File: src/sv/mpeq_pkg.sv
package mpeq_pkg;

  // Queue geometry.
  localparam int QUEUE_DEPTH = 16;
  localparam int IDX_W       = (QUEUE_DEPTH > 1) ? $clog2(QUEUE_DEPTH) : 1;
  localparam int COUNT_W     = $clog2(QUEUE_DEPTH + 1);

  // Field widths fixed by the item format.
  localparam int DATA_W  = 32;
  localparam int PRIO_W  = 32;
  localparam int OCC_W   = 5;
  localparam int ENTRY_W = PRIO_W + DATA_W;

  typedef enum logic {
    OP_INSERT = 1'b0,
    OP_REMOVE = 1'b1
  } op_e;

  typedef enum logic [1:0] {
    ST_INSERTED  = 2'd0,
    ST_REMOVED   = 2'd1,
    ST_UNDERFLOW = 2'd2,
    ST_OVERFLOW  = 2'd3
  } status_e;

  typedef enum logic [1:0] {
    SEQ_IDLE  = 2'd0,
    SEQ_SCAN  = 2'd1,
    SEQ_SHIFT = 2'd2,
    SEQ_DONE  = 2'd3
  } seq_state_e;

endpackage

File: src/sv/mpeq_stream_if.sv
// Request channel: one queue operation per transfer.
interface mpeq_req_if;
  logic                                valid;
  logic                                ready;
  mpeq_pkg::op_e                       opcode;
  logic signed [mpeq_pkg::DATA_W-1:0]  item_value;
  logic signed [mpeq_pkg::PRIO_W-1:0]  item_priority;

  modport source (output valid, opcode, item_value, item_priority, input ready);
  modport sink   (input valid, opcode, item_value, item_priority, output ready);
endinterface

// Response channel: one result per request.
interface mpeq_rsp_if;
  logic                                valid;
  logic                                ready;
  mpeq_pkg::status_e                   status;
  logic signed [mpeq_pkg::DATA_W-1:0]  removed_value;
  logic        [mpeq_pkg::OCC_W-1:0]   occupancy;

  modport source (output valid, status, removed_value, occupancy, input ready);
  modport sink   (input valid, status, removed_value, occupancy, output ready);
endinterface

File: src/sv/mpeq_ram.sv
module mpeq_ram #(
  parameter int WIDTH = 8,
  parameter int DEPTH = 16,
  localparam int AW   = (DEPTH > 1) ? $clog2(DEPTH) : 1
) (
  input  logic             clk_i,
  input  logic             we_i,
  input  logic [AW-1:0]    waddr_i,
  input  logic [WIDTH-1:0] wdata_i,
  input  logic [AW-1:0]    raddr_i,
  output logic [WIDTH-1:0] rdata_o
);

  logic [WIDTH-1:0] mem_q [DEPTH];

  // One write port and one registered read port.
  always_ff @(posedge clk_i) begin
    if (we_i) begin
      mem_q[waddr_i] <= wdata_i;
    end
    rdata_o <= mem_q[raddr_i];
  end

endmodule

File: src/sv/max_priority_extract_queue.sv
// Bounded max-priority queue of QUEUE_DEPTH entries, held unsorted in arrival order in a
// single-port-read RAM. An insert, an insert on a full queue (overflow) and a remove on an
// empty queue (underflow) finish in the transfer cycle, and the result is shown from the
// next cycle on. A remove with N entries held reads every entry once to find the largest
// priority (the earliest on ties), then moves the entries after it down one slot; both
// passes go through the one RAM read port, and the result is loaded in SEQ_DONE once the
// response register is free. The next request is taken only after the sequencer is back
// in SEQ_IDLE.
// No new request is taken until the current one has loaded its result, and a request is
// only taken while the response register is empty or its result transfers in that cycle.
module max_priority_extract_queue (
  input  logic          clk_i,
  input  logic          rst_ni,
  mpeq_req_if.sink      in_i,
  mpeq_rsp_if.source    out_o
);

  localparam int IDX_W   = mpeq_pkg::IDX_W;
  localparam int COUNT_W = mpeq_pkg::COUNT_W;

  mpeq_pkg::seq_state_e state_q, state_d;

  logic [COUNT_W-1:0]                count_q, count_d;
  logic [IDX_W-1:0]                  idx_q, idx_d;
  logic [IDX_W-1:0]                  didx_q, didx_d;
  logic                              rvld_q, rvld_d;
  logic [IDX_W-1:0]                  best_idx_q, best_idx_d;
  logic signed [mpeq_pkg::PRIO_W-1:0] best_prio_q, best_prio_d;
  logic [mpeq_pkg::DATA_W-1:0]       best_val_q, best_val_d;

  logic                              out_valid_q, out_valid_d;
  mpeq_pkg::status_e                 out_status_q, out_status_d;
  logic [mpeq_pkg::DATA_W-1:0]       out_value_q, out_value_d;
  logic [mpeq_pkg::OCC_W-1:0]        out_occ_q, out_occ_d;

  logic                              ram_we;
  logic [IDX_W-1:0]                  ram_waddr;
  logic [mpeq_pkg::ENTRY_W-1:0]      ram_wdata;
  logic [IDX_W-1:0]                  ram_raddr;
  logic [mpeq_pkg::ENTRY_W-1:0]      ram_rdata;

  logic                              out_free;
  logic                              in_xfer;
  logic [IDX_W-1:0]                  last_idx;
  logic signed [mpeq_pkg::PRIO_W-1:0] rd_prio;
  logic [mpeq_pkg::DATA_W-1:0]       rd_val;
  logic                              take_new;
  logic                              scan_end;

  // Entry storage: priority in the upper half, data in the lower half.
  mpeq_ram #(
    .WIDTH (mpeq_pkg::ENTRY_W),
    .DEPTH (mpeq_pkg::QUEUE_DEPTH)
  ) u_ram (
    .clk_i   (clk_i),
    .we_i    (ram_we),
    .waddr_i (ram_waddr),
    .wdata_i (ram_wdata),
    .raddr_i (ram_raddr),
    .rdata_o (ram_rdata)
  );

  // Handshake and shared helper signals.
  assign out_free  = !out_valid_q || out_o.ready;
  assign in_i.ready = (state_q == mpeq_pkg::SEQ_IDLE) && out_free;
  assign in_xfer   = in_i.valid && in_i.ready;
  assign last_idx  = IDX_W'(count_q - COUNT_W'(1));
  assign rd_prio   = ram_rdata[mpeq_pkg::ENTRY_W-1:mpeq_pkg::DATA_W];
  assign rd_val    = ram_rdata[mpeq_pkg::DATA_W-1:0];
  // The first entry seeds the scan, so the most negative priority can still win.
  assign take_new  = (didx_q == '0) || (rd_prio > best_prio_q);
  assign scan_end  = rvld_q && (didx_q == last_idx);

  assign out_o.valid         = out_valid_q;
  assign out_o.status        = out_status_q;
  assign out_o.removed_value = out_value_q;
  assign out_o.occupancy     = out_occ_q;

  // Next state of the sequencer.
  always_comb begin
    state_d = state_q;
    case (state_q)
      mpeq_pkg::SEQ_IDLE: begin
        if (in_xfer && (in_i.opcode == mpeq_pkg::OP_REMOVE) && (count_q != '0)) begin
          state_d = mpeq_pkg::SEQ_SCAN;
        end
      end
      mpeq_pkg::SEQ_SCAN: begin
        if (scan_end) begin
          state_d = mpeq_pkg::SEQ_SHIFT;
        end
      end
      mpeq_pkg::SEQ_SHIFT: begin
        if (!(idx_q < last_idx)) begin
          state_d = mpeq_pkg::SEQ_DONE;
        end
      end
      mpeq_pkg::SEQ_DONE: begin
        if (out_free) begin
          state_d = mpeq_pkg::SEQ_IDLE;
        end
      end
      default: state_d = mpeq_pkg::SEQ_IDLE;
    endcase
  end

  // Datapath, RAM controls and response register loads.
  always_comb begin
    count_d      = count_q;
    idx_d        = idx_q;
    didx_d       = didx_q;
    rvld_d       = rvld_q;
    best_idx_d   = best_idx_q;
    best_prio_d  = best_prio_q;
    best_val_d   = best_val_q;
    out_valid_d  = out_valid_q && !out_o.ready;
    out_status_d = out_status_q;
    out_value_d  = out_value_q;
    out_occ_d    = out_occ_q;
    ram_we       = 1'b0;
    ram_waddr    = IDX_W'(count_q);
    ram_wdata    = {in_i.item_priority, in_i.item_value};
    ram_raddr    = idx_q;

    case (state_q)
      mpeq_pkg::SEQ_IDLE: begin
        if (in_xfer) begin
          if (in_i.opcode == mpeq_pkg::OP_INSERT) begin
            out_valid_d = 1'b1;
            out_value_d = '0;
            if (count_q == COUNT_W'(mpeq_pkg::QUEUE_DEPTH)) begin
              out_status_d = mpeq_pkg::ST_OVERFLOW;
              out_occ_d    = mpeq_pkg::OCC_W'(count_q);
            end else begin
              ram_we       = 1'b1;
              count_d      = count_q + COUNT_W'(1);
              out_status_d = mpeq_pkg::ST_INSERTED;
              out_occ_d    = mpeq_pkg::OCC_W'(count_q + COUNT_W'(1));
            end
          end else if (count_q == '0) begin
            out_valid_d  = 1'b1;
            out_value_d  = '0;
            out_status_d = mpeq_pkg::ST_UNDERFLOW;
            out_occ_d    = mpeq_pkg::OCC_W'(count_q);
          end else begin
            idx_d  = '0;
            rvld_d = 1'b0;
          end
        end
      end
      mpeq_pkg::SEQ_SCAN: begin
        // Read one entry per cycle and compare it on the next cycle, once the RAM returns it.
        ram_raddr = idx_q;
        idx_d     = IDX_W'(idx_q + IDX_W'(1));
        didx_d    = idx_q;
        rvld_d    = 1'b1;
        if (rvld_q && take_new) begin
          best_idx_d  = didx_q;
          best_prio_d = rd_prio;
          best_val_d  = rd_val;
        end
        if (scan_end) begin
          idx_d  = take_new ? didx_q : best_idx_q;
          rvld_d = 1'b0;
        end
      end
      mpeq_pkg::SEQ_SHIFT: begin
        // Read slot i+1 and write it to slot i on the following cycle.
        ram_we    = rvld_q;
        ram_waddr = didx_q;
        ram_wdata = ram_rdata;
        ram_raddr = IDX_W'(idx_q + IDX_W'(1));
        if (idx_q < last_idx) begin
          rvld_d = 1'b1;
          didx_d = idx_q;
          idx_d  = IDX_W'(idx_q + IDX_W'(1));
        end else begin
          rvld_d = 1'b0;
        end
      end
      mpeq_pkg::SEQ_DONE: begin
        if (out_free) begin
          count_d      = count_q - COUNT_W'(1);
          out_valid_d  = 1'b1;
          out_status_d = mpeq_pkg::ST_REMOVED;
          out_value_d  = best_val_q;
          out_occ_d    = mpeq_pkg::OCC_W'(count_q - COUNT_W'(1));
        end
      end
      default: begin
        rvld_d = 1'b0;
      end
    endcase
  end

  // Control registers.
  always_ff @(posedge clk_i or negedge rst_ni) begin
    if (!rst_ni) begin
      state_q     <= mpeq_pkg::SEQ_IDLE;
      count_q     <= '0;
      rvld_q      <= 1'b0;
      out_valid_q <= 1'b0;
    end else begin
      state_q     <= state_d;
      count_q     <= count_d;
      rvld_q      <= rvld_d;
      out_valid_q <= out_valid_d;
    end
  end

  // Payload registers.
  always_ff @(posedge clk_i) begin
    idx_q        <= idx_d;
    didx_q       <= didx_d;
    best_idx_q   <= best_idx_d;
    best_prio_q  <= best_prio_d;
    best_val_q   <= best_val_d;
    out_status_q <= out_status_d;
    out_value_q  <= out_value_d;
    out_occ_q    <= out_occ_d;
  end

endmodule

File: src/flat_wrapper.sv
// flat-port wrapper written by rule: the top's interface ports become plain ports
module max_priority_extract_queue_flat 
  (clk_i, rst_ni, in_i_valid, in_i_opcode, in_i_item_value, in_i_item_priority, in_i_ready, out_o_valid, out_o_status, out_o_removed_value, out_o_occupancy, out_o_ready);
  mpeq_req_if in_i_i ();
  mpeq_rsp_if out_o_i ();
  input  logic clk_i;
  input  logic rst_ni;
  input wire logic [$bits(in_i_i.valid)-1:0] in_i_valid;
  input wire logic [$bits(in_i_i.opcode)-1:0] in_i_opcode;
  input wire logic [$bits(in_i_i.item_value)-1:0] in_i_item_value;
  input wire logic [$bits(in_i_i.item_priority)-1:0] in_i_item_priority;
  output wire logic [$bits(in_i_i.ready)-1:0] in_i_ready;
  output wire logic [$bits(out_o_i.valid)-1:0] out_o_valid;
  output wire logic [$bits(out_o_i.status)-1:0] out_o_status;
  output wire logic [$bits(out_o_i.removed_value)-1:0] out_o_removed_value;
  output wire logic [$bits(out_o_i.occupancy)-1:0] out_o_occupancy;
  input wire logic [$bits(out_o_i.ready)-1:0] out_o_ready;
  assign in_i_i.valid = in_i_valid;
  assign in_i_i.opcode = in_i_opcode;
  assign in_i_i.item_value = in_i_item_value;
  assign in_i_i.item_priority = in_i_item_priority;
  assign in_i_ready = in_i_i.ready;
  assign out_o_valid = out_o_i.valid;
  assign out_o_status = out_o_i.status;
  assign out_o_removed_value = out_o_i.removed_value;
  assign out_o_occupancy = out_o_i.occupancy;
  assign out_o_i.ready = out_o_ready;
  max_priority_extract_queue u_core (.clk_i(clk_i), .rst_ni(rst_ni), .in_i(in_i_i), .out_o(out_o_i));
endmodule
File: config.mk
export PLATFORM = sky130hd
export DESIGN_NAME = max_priority_extract_queue_flat
export DESIGN_NICKNAME = d
export VERILOG_FILES = /design/src/sv/mpeq_pkg.sv /design/src/sv/mpeq_stream_if.sv /design/src/sv/mpeq_ram.sv /design/src/sv/max_priority_extract_queue.sv /design/src/flat_wrapper.sv
export SDC_FILE = /design/constraint.sdc
export NUM_CORES = 1
export LEC_CHECK = 0
export BUFFER_PORTS_ARGS = -buffer_cell sky130_fd_sc_hd__buf_2
export CAP_MARGIN = 20
export CORE_ASPECT_RATIO = 0.7
export CORE_UTILIZATION = 50
export DETAILED_ROUTE_END_ITERATION = 10
export GPL_ROUTABILITY_DRIVEN = 1
export PLACE_DENSITY = 0.66
export SYNTH_ARGS = -nofsm -noshare
export SYNTH_HDL_FRONTEND = slang
export SYNTH_SLANG_ARGS = --single-unit
File: constraint.sdc
create_clock -name clk_i -period 13.2 [get_ports clk_i]
set_input_delay 2.64 -clock clk_i [delete_from_list [all_inputs] [get_ports clk_i]]
set_output_delay 2.64 -clock clk_i [all_outputs]
set_load 0.1 [all_outputs]
==> flow_summary.json <==
{
  "cts_max_level": 3,
  "yosysSeqAreaShare_pct": 77.2,
  "ys_seq_elements": 1212,
  "fillers": 6462,
  "cpPeakStageDelay_ns": 0.43,
  "synth_common_cells": "edfxtp_1, mux4_2, mux2_2",
  "slowest_stage": "buf_2",
  "yosysMostFrequentCell": "edfxtp_1",
  "antenna_left": 0,
  "p_total_mw": 13.3,
  "dieHeight_um": 257,
  "synth_largest_area_cell": "edfxtp_1",
  "grt_pass1_vias": 21665,
  "p_seq_share_pct": 39.6,
  "hold_viol_final": 0,
  "insertion_delay_ns": 0.72,
  "fin_crit_ns": 6.21,
  "fin_skew_ns": 0.0426,
  "yosys.area.top_type_share_pct": 73.9,
  "grt-ovfl-total": 0,
  "drt_drc_violations_left": 0,
  "rsz0062_at_grt": "no",
  "yosys_warnings": 0,
  "yosys.cell_types.count": 56,
  "clock_sinks": 1212,
  "io_pins": 110,
  "p_clk_share_pct": 23.9,
  "grt.met3_usage_pct": 4.53,
  "initialDrtViolationCount": 2448,
  "period_share_pct": 47.0,
  "grt_pass1_wl_um": 147000,
  "p_sw_share_pct": 32.5,
  "cts_hold_buffers": 0,
  "finish.net_count": 2317,
  "portBuffers": 109,
  "met1_usage_pct": 33.2,
  "setup_violations": 0,
  "finish.utilization_pct": 57.4,
  "start_kind": "primary input",
  "cts_made_buffers": 109,
  "critPathMaxFanout": 6,
  "ctsResizeCount": 0,
  "cp.arrival_ns": 3.57,
  "syn_nets": 2141,
  "n_antenna_cell": 0,
  "antenna_found_initial": 1,
  "syn_area_per_cell_um2": 22.8,
  "firstDrtPassIters": 5,
  "grt.busiest_layer": "met1",
  "cp-end-kind": "output pin",
  "finalMaxSlewViolations": 0,
  "met2_usage_pct": 32.7,
  "area_growth_pct": 12.7,
  "dominantRegCellSynth": "edfxtp_1",
  "routed_wirelength_um": 100000,
  "dp.cells": 3311,
  "core-area_um2": 90800,
  "p_per_area_nw_per_um2": 255,
  "max-cap-violations": 0,
  "crit_buf_inv": 2,
  "clk_pin_slew_worst_paths_ns": 0.06,
  "synthArstFlopShare_pct": 0.743,
  "crit_top_cell": "buf_2",
  "hold_class": "reg -> reg",
  "setup_ws_ns": 6.99,
  "rows": 92,
  "wl_per_cell_um": 28.4,
  "vias_per_cell": 6.01,
  "tightestPinTransition_ns": 1.09,
  "power_leakage_nw": 16.8,
  "syn_area_um2": 46300,
  "start_util_pct": 51.0,
  "fmax_mhz": 161,
  "pre_cts_ws_ns": 6.97,
  "intPower_mw": 8.97,
  "fin_tns_setup_ns": 0,
  "path_cells": "buf_2 -> nand2b_1 -> and2_1 -> buf_2",
  "die_area_um2": 93800,
  "switchingPower_mw": 4.31,
  "die_width_um": 366,
  "status": "finished, final reports clean",
  "hpwlAfterDp_um": 52500,
  "gp_congestion": 0.802,
  "instances_no_fill": 3521,
  "synth-edff-count": 1139,
  "clk_path_buf_depth": 3,
  "grt_use_total_pct": 21.8,
  "cts_root_buffer": "clkbuf_16",
  "crit_required_ns": 10.56,
  "ir_worst_vdd_mv": 0.195,
  "drive_gt1_share_pct": 32.4,
  "syn_inst": 2028,
  "cts_tree": "done",
  "path_delay_family": "buffers and inverters",
  "critPathKind": "in -> out",
  "grt_max_degree": 107,
  "pwr-share-comb_pct": 36.5,
  "via_count": 21155,
  "relSlewSlack_pct": 27.5,
  "cts_setup_buffers": 0,
  "synth_area_leaders": "edfxtp_1, mux4_2, dfxtp_1, mux2_2, ha_1"
}
cells by family (layout without fill, tap and decap cells):
logic type / after synthesis / after routing / synth area share [%]
compound gates: 74 / 74 / 1.01
buf+inv: 143 / 414 / 1.33
mux: 388 / 388 / 17.2
xor+xnor: 16 / 16 / 0.349
fa+ha+maj: 44 / 44 / 1.19
flops: 1212 / 1212 / 77.2
simple gates: 151 / 151 / 1.75
power groups by stage:
stage | combinational (mW) | sequential (mW) | clock (mW)
floorplan | 3.40 | 5.62 | 0
global placement | 4.80 | 5.32 | 0
detailed placement | 4.89 | 5.34 | 0
CTS | 4.90 | 5.26 | 3.24
global route | 5.20 | 5.30 | 3.37
finish | 4.84 | 5.26 | 3.17
metrics by stage:
stage / hold WS (ns) / cell area (um2)
3_5_place_dp: 0.414 / 48500
6_report: 0.430 / 52200
3_3_place_gp: 0.416 / 48500
4_1_cts: 0.430 / 52100
5_1_grt: 0.439 / 52200
2_1_floorplan: 0.403 / 46300
worst paths after layout:
| path | start | cells past startpoint | endpoint | slack, ns |
|---|---|---|---|---|
| worst max-delay path | out_o_ready | 4 | in_i_ready | 6.99 |
| worst min-delay path | u_core.u_ram.rdata_o[1] | 0 | u_core.best_val_q[1] | 0.43 |
| worst max register to register | u_core.state_q[0] | 8 | u_core.u_ram.rdata_o[14] | 8.33 |
| worst min register to register | u_core.u_ram.rdata_o[1] | 0 | u_core.best_val_q[1] | 0.43 |
| max in group asynchronous | rst_ni | 1 | u_core.count_q[4] | 11.19 |
| min in group asynchronous | rst_ni | 1 | u_core.state_q[1] | 1.80 |
registers in the layout (all words and copies together), names as in the netlist:
| register | count |
|---|---|
| u_core.u_ram.rdata_o | 64 |
| u_core.out_o.occupancy | 5 |
| u_core.u_ram.mem_q | 1024 |
| u_core.rvld_q | 1 |
| u_core.didx_q | 4 |
| u_core.best_idx_q | 4 |
| u_core.count_q | 5 |
| u_core.best_prio_q | 32 |
| u_core.state_q | 2 |
| u_core.idx_q | 4 |
| u_core.out_o.status | 2 |
| u_core.best_val_q | 32 |
| u_core.out_o.valid | 1 |
| u_core.out_o.removed_value | 32 |
cell usage in the layout (no fill, tap or decap), types with 16 or more instances in the layout:
cell	count
mux2_2	66
clkbuf_1	26
a21oi_1	22
o21ai_0	19
ha_1	41
clkinv_2	23
clkbuf_16	109
edfxtp_1	1139
nor2_1	17
inv_1	47
buf_4	47
and2_1	34
nand2_1	26
nor2_4	16
buf_2	110
dfxtp_1	64
mux4_2	320
layout make-up:
type	count	area, um2	area share (%)
flip-flops and latches	1212	35700	68.4
well taps	1222	1530	2.93
inverters	47	176	0.338
repair buffers	161	991	1.90
multi-input cells	673	10200	19.5
clock inverters	66	706	1.35
clock buffers	140	2890	5.55
per-layer routing:
metal / up-vias / routed length, um
li1: 8838 / -
met1: 11360 / 44900
met2: 825 / 46300
met3: 132 / 6830
met4: 0 / 1970
met5: - / 0
Note: power is estimated with default switching activity, not from simulation.
